$ cat src/rtl/obo_pkg.sv
// shared constants, types and helpers of the opening overlay block
package obo_pkg;

  localparam int IMG_W   = 128;
  localparam int IMG_H   = 128;
  localparam int COL_W   = $clog2(IMG_W);
  // rows run past the image while the pipeline drains
  localparam int ROW_W   = $clog2(IMG_H + 4);
  localparam int PIX_W   = 8;
  localparam int NSTREAM = 3;

  localparam logic [PIX_W-1:0] PIX_FULL     = '1;
  localparam logic [PIX_W-1:0] THRESH_RESET = PIX_W'(150);

  // bit streams kept in the line memory
  localparam int STR_BIN = 0;
  localparam int STR_ERO = 1;
  localparam int STR_OPN = 2;

  typedef enum logic {
    CMD_PIXEL = 1'b0,
    CMD_FLUSH = 1'b1
  } obo_cmd_t;

  typedef enum logic {
    OP_DILATE = 1'b0,
    OP_ERODE  = 1'b1
  } obo_op_t;

  typedef struct packed {
    logic up;
    logic down;
    logic left;
    logic right;
  } obo_mask_t;

  typedef struct packed {
    logic [NSTREAM-1:0] near;
    logic [NSTREAM-1:0] far;
    logic [PIX_W-1:0]   gray_a;
    logic [PIX_W-1:0]   gray_b;
    logic [PIX_W-1:0]   gray_c;
  } obo_word_t;

  // which neighbors of a window center lie inside the image
  function automatic obo_mask_t border_mask(input logic [ROW_W-1:0] row,
                                            input logic [COL_W-1:0] col);
    obo_mask_t m;
    m.up    = (row != '0);
    m.down  = (row < ROW_W'(IMG_H - 1));
    m.left  = (col != '0);
    m.right = (col < COL_W'(IMG_W - 1));
    return m;
  endfunction

endpackage

$ cat src/rtl/obo_window.sv
// 3x3 cross window over one bit stream, erosion or dilation
module obo_window (
  input  logic               clk,
  input  logic               step,
  input  obo_pkg::obo_op_t   op,
  input  logic               rd_near,
  input  logic               rd_far,
  input  logic               new_val,
  input  obo_pkg::obo_mask_t mask,
  output logic               result,
  output logic               center
);
  import obo_pkg::*;

  // cur: one row below center, s1: center, s2: left, t1: one row above
  logic cur;
  logic s1;
  logic s2;
  logic t1;
  logic [4:0] taps;

  always_ff @(posedge clk) begin
    if (step) begin
      cur <= new_val;
      s1  <= rd_near;
      s2  <= s1;
      t1  <= rd_far;
    end
  end

  // taps outside the image read as zero
  always_comb begin
    taps[0] = s1;
    taps[1] = t1 & mask.up;
    taps[2] = cur & mask.down;
    taps[3] = s2 & mask.left;
    taps[4] = rd_near & mask.right;
    case (op)
      OP_ERODE:  result = &taps;
      OP_DILATE: result = |taps;
      default:   result = 1'b0;
    endcase
  end

  assign center = s1;
endmodule

$ cat config.mk
export PLATFORM = sky130hd
export DESIGN_NAME = obo_window
export DESIGN_NICKNAME = d
export VERILOG_FILES = /design/src/rtl/obo_pkg.sv /design/src/rtl/obo_window.sv
export SDC_FILE = /design/constraint.sdc
export NUM_CORES = 1
export LEC_CHECK = 0
export BUFFER_PORTS_ARGS = -buffer_cell sky130_fd_sc_hd__buf_2
export CORE_AREA = 2 2 39 41
export DETAILED_ROUTE_END_ITERATION = 10
export DIE_AREA = 0 0 41 43
export GPL_TIMING_DRIVEN = 0
export PLACE_DENSITY = 0.4
export SYNTH_ARGS = -nofsm -noshare
export SYNTH_HDL_FRONTEND = slang
export SYNTH_SLANG_ARGS = --single-unit
export TNS_END_PERCENT = 10
$ cat constraint.sdc
create_clock -name clk -period 1.85 [get_ports clk]
set_input_delay 0.37 -clock clk [delete_from_list [all_inputs] [get_ports clk]]
set_output_delay 0.37 -clock clk [all_outputs]
set_load 0.005 [all_outputs]
After elaboration in Yosys (flattened, before gate mapping)
Cells that the tools add are included.
{"block": "word_totals", "reg_bits": 4, "latchBits": 0, "mem_bits_rw": 0, "romBits": 0, "inputBits": 10, "output_inout_bits": 2, "wordCells": 12, "memories": 0}
{"block": "op_classes", "addsub": 0, "mul": 0, "div_mod_pow": 0, "magnitude_cmp": 0, "eq_ne": 0, "shift": 0, "muxes": 1, "bitwise": 5, "n_reduce_logical": 2}
{"cell": "5-bit AND reduction", "n": 1}
{"cell": "5-bit OR reduction", "n": 1}
{"cell": "1-bit AND", "n": 4}
{"cell": "1-bit case mux with 2 select lines", "n": 1}
{"cell": "1-bit inverter", "n": 1}

Logic depth before layout (Yosys ltp)
{"block": "depth", "ltp_word": 3, "mapped_depth": 3, "mapped_depth_nobuf": 3}

Worst setup path after synthesis
OpenSTA, ideal clock, no wires.
{"block": "synth_path", "kind": "input to output", "startpoint": "input port rd_near", "endpoint": "output port result", "t_arrival_ps": 820, "required_ps": 1480, "setup_slack_ps": 660, "cell_stages": 3, "n_path_buf": 0, "cell_sequence": "nand2_1 > o31a_1 > a21oi_2"}
{"block": "synth_via", "elab_chain_len": 3, "word_cells_on_any_way": 4, "classes_between": "mux: 1; bitwise: 1; reduce/logical: 2"}
{"item": "start, declared", "line": "obo_window.sv:6", "source": "input logic rd_near,"}
{"item": "1-bit AND *", "line": "obo_window.sv:37", "source": "taps[4] = rd_near & mask.right;"}
{"item": "5-bit OR reduction or 5-bit AND reduction (tied branches)", "line": "obo_window.sv:40, obo_window.sv:39"}
{"item": "1-bit case mux with 2 select lines *", "line": "obo_window.sv:38", "source": "case (op)"}
{"item": "end, declared", "line": "obo_window.sv:10", "source": "output logic result,"}
Every way passes the cells marked *; elsewhere a longest branch is shown, timed or not.

Worst setup path in the final report
{"block": "layout_path", "startpoint": "register s1, in the netlist center", "endpoint": "output port result"}
{"block": "layout_via", "elab_chain_len": 2, "word_cells_on_any_way": 3, "classes_between": "mux: 1; reduce/logical: 2"}
{"item": "start, declared", "line": "obo_window.sv:17", "source": "logic s1;"}
{"item": "start signal, assigned", "line": "obo_window.sv:25", "source": "s1 <= rd_near;"}
{"item": "5-bit OR reduction or 5-bit AND reduction (tied branches)", "line": "obo_window.sv:40, obo_window.sv:39"}
{"item": "1-bit case mux with 2 select lines *", "line": "obo_window.sv:38"}
Marked as above.

==> flow_summary.yaml <==
cts:
  root_buffer: "clkbuf_4"
  clk_pin_slew_ns: 0.04
  cts_resized: 0
  clk_latency_ns: 0.23
  cts_setup_buffers: 0
  cts_max_path_buffers: 2
  cts_hold_buf: 0
  cts_tree: "built"
  cts_buffers: 3
  htreeDepth: 1
  cts.sinks: 4
yosys:
  ys_types: 7
  syn_area_per_cell_sq_um: 14.0
  ys_warn_count: 0
  synthAdderAreaFrac_pct: 0
  ys_ff_latch: 4
  yosys.area.top_type_share_pct: 71.6
  synth.net_count: 22
  synth_top_family_by_area: "compound AO/OA/AOI/OAI gates"
  synth_xor_xnor_area_share_pct: 0
  synth_compound_area_share_pct: 18.7
  syn_inst: 12
  synthTopCellsByArea: "edfxtp_1, nand2_1, a21oi_2"
  netlist_area_sq_um: 168
  muxShareOfSynthArea_pct: 0
  yosys.area_share.simple_pct: 9.70
  ys_seq_area_share_pct: 71.6
  yosys.area.top_type: "edfxtp_1"
worst_setup_path:
  max_stage_delay_ns: 0.39
  cp-start-kind: "flip-flop"
  crit_path_end_kind: "output pin"
  path_class: "flip-flop to output pin"
  critPathMaxFanout: 4
  ff2ff_setup_slack_ns: 1.15
  slowest_stage: "edfxtp_1"
  path_buf_inv: 1
  path_cells: "nand3_1, o31a_1, a21oi_2, buf_2"
  critPathTopFamily: "flip-flops"
  crit_required_ns: 1.48
  cp.arrival_ns: 1.20
final_layout:
  syn_to_final_growth_pct: 58.2
  antenna_cells: 0
  fillerInstances: 153
  final_cells: 42
  final_area_sq_um: 265
  layout_common_cells: "buf_2, edfxtp_1, nand2_1, clkbuf_4"
  multi_input_area_sq_um: 47.5
  drive_gt1_share_pct: 61.5
  nets: 38
  layout.area.seq_sq_um: 120
  final_common_cell: "buf_2"
detailed_routing:
  wl_um: 431
  drc: 0
  drt_iter0_drc: 2
  firstDrtPassIters: 2
  wire_per_inst_um: 10.3
  dr_total_vias: 156
  final_antenna_net_count: 0
  vias_per_cell: 3.71
die:
  dieWidth_um: 41
  die_h_um: 43
  io_pins: 12
  start_util_pct: 12.1
  coreArea_sq_um: 1380
  placementRows: 14
  die_area_sq_um: 1760
sta:
  hold_viol: 0
  slew_viol_final: 0
  finClkSkew_ns: 0.00304
  setup_violations: 0
  tightest_slew_ns: 0.143
  fmax_mhz: 636
  final.min_clock_period_ns: 1.57
  rsz0062_at_grt: "no"
  slew_headroom_pct: 90.5
  period_share_pct: 85.0
  fin_setup_tns_ns: 0
min_path:
  min_path_type: "input port to flip-flop"
grt:
  grt_usage_pct: 6.67
  grt_max_degree: 5
  grt_pass1_wl_um: 676
  grt_pass1_vias: 167
  grt.overflow.total: 0
  antenna_found_initial: 0
power_and_ir_drop:
  cellLeakagePower_nw: 0.113
  ir_worst_vdd_v: 0.000441
  power_density_nw_per_um2: 922
place:
  port_buffers: 11
  placed_area_sq_um: 243
  dp.cells: 39
  place_congestion: 0.514
status:
  outcome: "finished, final reports clean"
job:
  cap_violations: 0
-- layer usage --
metal	wire [um]	track usage (%)
met5	0	0
met3	78	6.28
met4	0	4.00
met1	196	7.57
met2	156	7.81
-- synth_stat cells, drive strengths merged --
library cell	number
a21oi	2
edfxtp	4
nand3	1
a31o	1
o31a	1
nand2	3
-- registers in the layout (all words and copies together) (netlist names) --
register / count
s2: 1
cur: 1
center: 1
t1: 1
-- stage by stage --
stage	util (%)	power (mW)	hold WS [ns]	worst slack (ns)
2_1_floorplan	-	0.122	0.469	0.660
3_5_place_dp	17.5	0.138	0.503	0.419
3_3_place_gp	17.5	0.136	0.495	0.454
4_1_cts	19.2	0.250	0.306	0.262
5_1_grt	19.2	0.261	0.308	0.173
6_report	19.2	0.245	0.312	0.277
-- final cells by class --
| class | count | area share [%] |
|---|---|---|
| well taps | 16 | 7.55 |
| multi-input cells | 8 | 17.9 |
| clock buffers | 3 | 8.49 |
| repair buffers | 11 | 20.8 |
| flip-flops and latches | 4 | 45.3 |
-- logic make-up (layout without fill, tap and decap cells) --
kind of cell,after synthesis,after routing
buf+inv,0,14
compound gates,4,4
flops,4,4
simple gates,4,4
-- path summary, 6_finish.rpt --
| path | startpoint | endpoint | cells past startpoint |
|---|---|---|---|
| min | new_val | cur | 1 |
| min reg2reg | center | s2 | 0 |
| max | center | result | 4 |
| max reg2reg | center | s2 | 0 |
-- power by group --
part	leakage, nW	switching (mW)	internal [mW]	total, mW
registers	0.0391	0.00375	0.108	0.112
clock network	0.0138	0.0350	0.0725	0.107
logic	0.0596	0.0112	0.0139	0.0250
total	0.113	0.0499	0.195	0.245
Power figures use the tool's default switching activity.
