$ cat src/rtl/obo_pkg.sv
// shared constants, types and helpers of the opening overlay block
package obo_pkg;

  localparam int IMG_W   = 128;
  localparam int IMG_H   = 128;
  localparam int COL_W   = $clog2(IMG_W);
  // rows run past the image while the pipeline drains
  localparam int ROW_W   = $clog2(IMG_H + 4);
  localparam int PIX_W   = 8;
  localparam int NSTREAM = 3;

  localparam logic [PIX_W-1:0] PIX_FULL     = '1;
  localparam logic [PIX_W-1:0] THRESH_RESET = PIX_W'(150);

  // bit streams kept in the line memory
  localparam int STR_BIN = 0;
  localparam int STR_ERO = 1;
  localparam int STR_OPN = 2;

  typedef enum logic {
    CMD_PIXEL = 1'b0,
    CMD_FLUSH = 1'b1
  } obo_cmd_t;

  typedef enum logic {
    OP_DILATE = 1'b0,
    OP_ERODE  = 1'b1
  } obo_op_t;

  typedef struct packed {
    logic up;
    logic down;
    logic left;
    logic right;
  } obo_mask_t;

  typedef struct packed {
    logic [NSTREAM-1:0] near;
    logic [NSTREAM-1:0] far;
    logic [PIX_W-1:0]   gray_a;
    logic [PIX_W-1:0]   gray_b;
    logic [PIX_W-1:0]   gray_c;
  } obo_word_t;

  // which neighbors of a window center lie inside the image
  function automatic obo_mask_t border_mask(input logic [ROW_W-1:0] row,
                                            input logic [COL_W-1:0] col);
    obo_mask_t m;
    m.up    = (row != '0);
    m.down  = (row < ROW_W'(IMG_H - 1));
    m.left  = (col != '0);
    m.right = (col < COL_W'(IMG_W - 1));
    return m;
  endfunction

endpackage

$ cat src/rtl/obo_line_mem.sv
// one-row line memory, one write and one registered read per cycle
module obo_line_mem (
  input  logic                     clk,
  input  logic                     we,
  input  logic [obo_pkg::COL_W-1:0] waddr,
  input  obo_pkg::obo_word_t       wdata,
  input  logic [obo_pkg::COL_W-1:0] raddr,
  output obo_pkg::obo_word_t       rdata
);
  import obo_pkg::*;

  obo_word_t store [0:IMG_W-1];

  always_ff @(posedge clk) begin
    if (we) begin
      store[waddr] <= wdata;
    end
  end

  always_ff @(posedge clk) begin
    rdata <= store[raddr];
  end
endmodule

$ cat config.mk
export PLATFORM = sky130hd
export DESIGN_NAME = obo_line_mem
export DESIGN_NICKNAME = d
export VERILOG_FILES = /design/src/rtl/obo_pkg.sv /design/src/rtl/obo_line_mem.sv
export SDC_FILE = /design/constraint.sdc
export NUM_CORES = 2
export LEC_CHECK = 0
export BUFFER_PORTS_ARGS = -buffer_cell sky130_fd_sc_hd__buf_4
export CORE_ASPECT_RATIO = 1.75
export CORE_MARGIN = 2
export CORE_UTILIZATION = 30
export CTS_CLUSTER_DIAMETER = 150
export DETAILED_ROUTE_END_ITERATION = 6
export PLACE_DENSITY_LB_ADDON = 0.25
export RECOVER_POWER = 25
export SETUP_SLACK_MARGIN = 0.02
export SLEW_MARGIN = 30
export SYNTH_ARGS = -nofsm -noshare
export SYNTH_HDL_FRONTEND = slang
export SYNTH_SLANG_ARGS = --single-unit
$ cat constraint.sdc
create_clock -name clk -period 6.45 [get_ports clk]
set_input_delay 0 -clock clk [delete_from_list [all_inputs] [get_ports clk]]
set_output_delay 0 -clock clk [all_outputs]
set_load 0.02 [all_outputs]
======== Word level (Yosys, flattened, before mapping) ========
Memory sizes are Yosys's and may differ from the RTL's. A register that Yosys moved wholly into a read port is not among the register bits.
Cells that the tools add are included.
word-level totals
  logic and storage cells ................. 3
  bits in latches ......................... 0
  input port bits ......................... 46
  bits in registers ....................... 0
  output and inout bits ................... 30
  memories kept ........................... 1
  memory bits (read-only) ................. 0
  memory bits (writable) .................. 3840
memories
  name   depth  width  read ports  clocked after Yosys merged registers in  write ports  RTL line            source
  store  128    30     1           1                                        1            obo_line_mem.sv:12  obo_word_t store [0:IMG_W-1];
operators by class
  equality and inequality tests ........... 0
  order comparisons ....................... 0
  mux-type cells .......................... 2
  shifts and indexed selects .............. 0
  divide/modulo/power cells ............... 0
  multipliers ............................. 0
  bitwise gates (word level) .............. 0
  add/sub/neg operators ................... 0
  reductions and logical operators ........ 0
operator list
  operator  count
  $mux W1   2

======== Depth between registers and ports, before layout ========
  depth in word-level cells ............... 2
  gate-level depth with buffers ........... 8
  gate-level depth less buffers ........... 4

======== Worst setup path before layout ========
Ideal clock, no wire load.
  kind .................................... input -> register
  from .................................... in we
  to ...................................... mem store[98][0] in the netlist's numbering (enable)
  setup time .............................. 455 ps
  arrival time ............................ 2644 ps
  stages .................................. 3
  path buffers ............................ 1
  path slack .............................. 3352 ps
  required time ........................... 5995 ps
  cells stage by stage .................... clkbuf_1 -> nand4_1 -> nor3_1
on the way
  cells in the longest elaborated chain, start to end .. 2
ends and longest elaborated chain
  element                        RTL line            source
  start, declared                obo_line_mem.sv:4   input logic we,
  $mux W1                        obo_line_mem.sv:15  if (we) begin
  $mux W1 (implied by the code)  obo_line_mem.sv:16  store[waddr] <= wdata;
  end, declared                  obo_line_mem.sv:12
No other way between the ends.

======== Worst setup path after layout ========
  from .................................... in wdata[16] in the netlist's numbering
  to ...................................... mem store[40][16] in the netlist's numbering (data pin)
RTL lines
  element          RTL line           source
  start, declared  obo_line_mem.sv:6  input obo_pkg::obo_word_t wdata,
No word-level cell before the write port.

==> flow_metrics.env <==
export IMPL_r2r_start="store[2][18]$_DFFE_PP_"
export IMPL_fin_crit_sh_pct=70.74
export IMPL_wire_per_inst_um=35.45
export IMPL_gp_congestion=0.8121
export IMPL_synth_compound_area_share_pct=0
export IMPL_p_per_area_nw_per_um2=303.9
export IMPL_grt_max_degree=121
export IMPL_path_class="in2reg"
export IMPL_synth_cell_area_um2=146500
export IMPL_r2r_slack_ns=3.23
export IMPL_viasPerCell=5.018
export IMPL_violations="capacitance limit, slew limit"
export IMPL_fin_util_pct=34.95
export IMPL_synthAdderAreaFrac_pct=0
export IMPL_worstHoldPathType="in2reg"
export IMPL_crit_required_ns=7.06
export IMPL_p_leak_nw=50.28
export IMPL_wl_um=473400
export IMPL_rows=339
export IMPL_status="finished, violations left"
export IMPL_synth_xor_xnor_area_share_pct=0
export IMPL_htreeDepth=5
export IMPL_fin_skew_ns=0.05506
export IMPL_tightest_slew_ns=4.430
export IMPL_crit_path_end_kind="flip-flop"
export IMPL_drt_first_pass_iters=6
export IMPL_dieArea_um2=494300
export IMPL_max_cap_violations=31
export IMPL_chipHeight_um=928.6
export IMPL_reg2reg_to="rdata[18]$_DFF_P_"
export IMPL_r2r_cells=5
export IMPL_grt_pass1_wl_um=631100
export IMPL_path_clk_slew_ns=0.07
export IMPL_worst_skew_pair_late_latency_ns=0.95
export IMPL_synthCells=5628
export IMPL_yosys_warnings=0
export IMPL_final_cell_mix="edfxtp_1 (3840), mux4_2 (1260), clkbuf_16 (350)"
export IMPL_regArea_um2=115900
export IMPL_drc=0
export IMPL_finalNetCount=6085
export IMPL_ys_types=16
export IMPL_startpoint_type="input port"
export IMPL_synth_nets=5674
export IMPL_antenna_found_initial=86
export IMPL_crit_arrival_ns=5.18
export IMPL_ant_nets=0
export IMPL_multiInputGateArea_um2=30400
export IMPL_min_delay_start="waddr[6]"
export IMPL_drive_above_1_share_pct=34.71
export IMPL_grtUsageTotal_pct=18.87
export IMPL_setup_viol=0
export IMPL_hold_path_endpoint="store[57][22]$_DFFE_PP_"
export IMPL_vias=67017
export IMPL_synth_top_family_by_area="multiplexers"
export IMPL_irDropWorstVdd_v=0.0002106
export IMPL_portBuffers=75
export IMPL_rsz0062_at_grt="no"
export IMPL_start_util_pct=30.12
export IMPL_yosys_mux_area_fraction_pct=19.60
export IMPL_crit_fanout=49
export IMPL_coreArea_um2=486500
export IMPL_cts_buffers_inserted=341
export IMPL_hold_violations=0
export IMPL_fin_tns_setup_ns=0
export IMPL_period_minus_slack_ns=4.563
export IMPL_synthSimpleGateAreaFrac_pct=0.4756
export IMPL_grt_pass1_vias=69288
export IMPL_ys_ff_latch=3870
export IMPL_dpl_hpwl_um=280400
export IMPL_nFillCells=44602
export IMPL_slew_headroom_pct=-195.4
export IMPL_avgSynthCellArea_um2=26.04
export IMPL_fmax_mhz=219.2
export IMPL_io_pin_count=76
export IMPL_min_path_cells=4
export IMPL_maxSlewViolCount=1806
export IMPL_final_common_cell="edfxtp_1"
export IMPL_synth_seq_area_share_pct=79.10
export IMPL_drtIter0Drc=7881
export IMPL_gr_total_overflow=0
export IMPL_cts_buffer_depth=4
export IMPL_cts_sinks=3870
export IMPL_ctsRootBufferMaster="clkbuf_16"
export IMPL_cts_tree="built"
export IMPL_die_w_um=532.3
export IMPL_area_growth_syn_to_layout_pct=16.02
[metrics by stage]
stage / hold WS (ns) / setup slack [ns] / cell area [µm²] / power [mW] / instances
after global placement: 0.3947 / 2.360 / 157100 / 31.60 / 12122
after global routing: 0.09583 / 1.676 / 169900 / 52.94 / 13301
after detailed placement: 0.4138 / 2.332 / 157300 / 31.64 / 12128
final: 0.1102 / 1.887 / 170000 / 51.67 / 13354
after floorplan: 0.09887 / 3.352 / 146500 / 29.72 / 5628
after CTS: 0.02029 / 3.014 / 168500 / 52.10 / 12768
[where the power goes]
| part | leakage [nW] | switching, mW | internal [mW] |
|---|---|---|---|
| Clock | 5.30 | 9.30 | 11.3 |
| Combinational | 10.2 | 2.03 | 1.05 |
| Sequential | 34.8 | 0.187 | 27.8 |
[cell usage after synthesis]
cell type	count	share of area, %
clkbuf_1	197	0.50
buf_1	31	0.079
nand2b_1	2	0.0085
nand4_1	3	0.013
or3_1	1	0.0043
dfxtp_1	30	0.41
nor3_1	9	0.031
nand3_1	12	0.041
edfxtp_1	3840	79
buf_6	2	0.015
mux2_2	30	0.23
mux4_2	1260	19
nand2_1	14	0.036
nor2_1	122	0.31
nor2b_1	7	0.030
buf_2	68	0.23
[critical path: stages]
cell	delay (ns)
dlygate4sd3_1	0.52
clkbuf_1	1.18
clkbuf_1	2.49
buf_4	0.77
[timing repair]
| action | in CTS | in global routing |
|---|---|---|
| hold buffers | 41 | 0 |
| hold endpoints to repair | 2121 | 0 |
| resized for setup | 0 | 0 |
| buffers inserted | 0 | 0 |
[area by class of cell]
type | count | share of cell area (%)
Sequential cell | 3870 | 68.18
Multi-Input combinational cell | 1460 | 17.88
Clock buffer | 419 | 5.321
Tap cell | 6479 | 4.768
Timing Repair Buffer | 366 | 1.971
Clock inverter | 180 | 1.029
Antenna cell | 580 | 0.8537
[cells by family (layout without fill, tap and decap cells)]
kind of cell / Yosys count / count (layout)
multiplexers: 1290 / 1290
other: 0 / 580
buffers and inverters: 298 / 965
AND/OR/NAND/NOR: 170 / 170
flip-flops: 3870 / 3870
[how the worst max path moves through the flow]
stage / start / endpoint / slack [ns] / depth (start not counted)
finish: wdata[16] / store[40][16]$_DFFE_PP_ / 1.89 / 4
global route: wdata[16] / store[56][16]$_DFFE_PP_ / 1.68 / 4
CTS: raddr[0] / rdata[18]$_DFF_P_ / 3.01 / 7
detailed placement: raddr[0] / rdata[26]$_DFF_P_ / 2.33 / 6
global placement: raddr[0] / rdata[26]$_DFF_P_ / 2.36 / 6
floorplan: we / store[98][0]$_DFFE_PP_ / 3.35 / 3
[state kept, by name (all words and copies together) (netlist names)]
name,count
rdata,30
store,3840
[per-layer routing]
layer / global-route usage (%) / wire length (µm) / part of all wire, % / vias to the layer above
li1: - / - / - / 26091
met1: 21.14 / 167400 / 35 / 38010
met2: 34.69 / 258700 / 55 / 2361
met3: 1.947 / 20880 / 4.4 / 547
met4: 10.91 / 26310 / 5.6 / 8
met5: 0 / 54 / 0.011 / -
(Power assumes the default switching activity.)
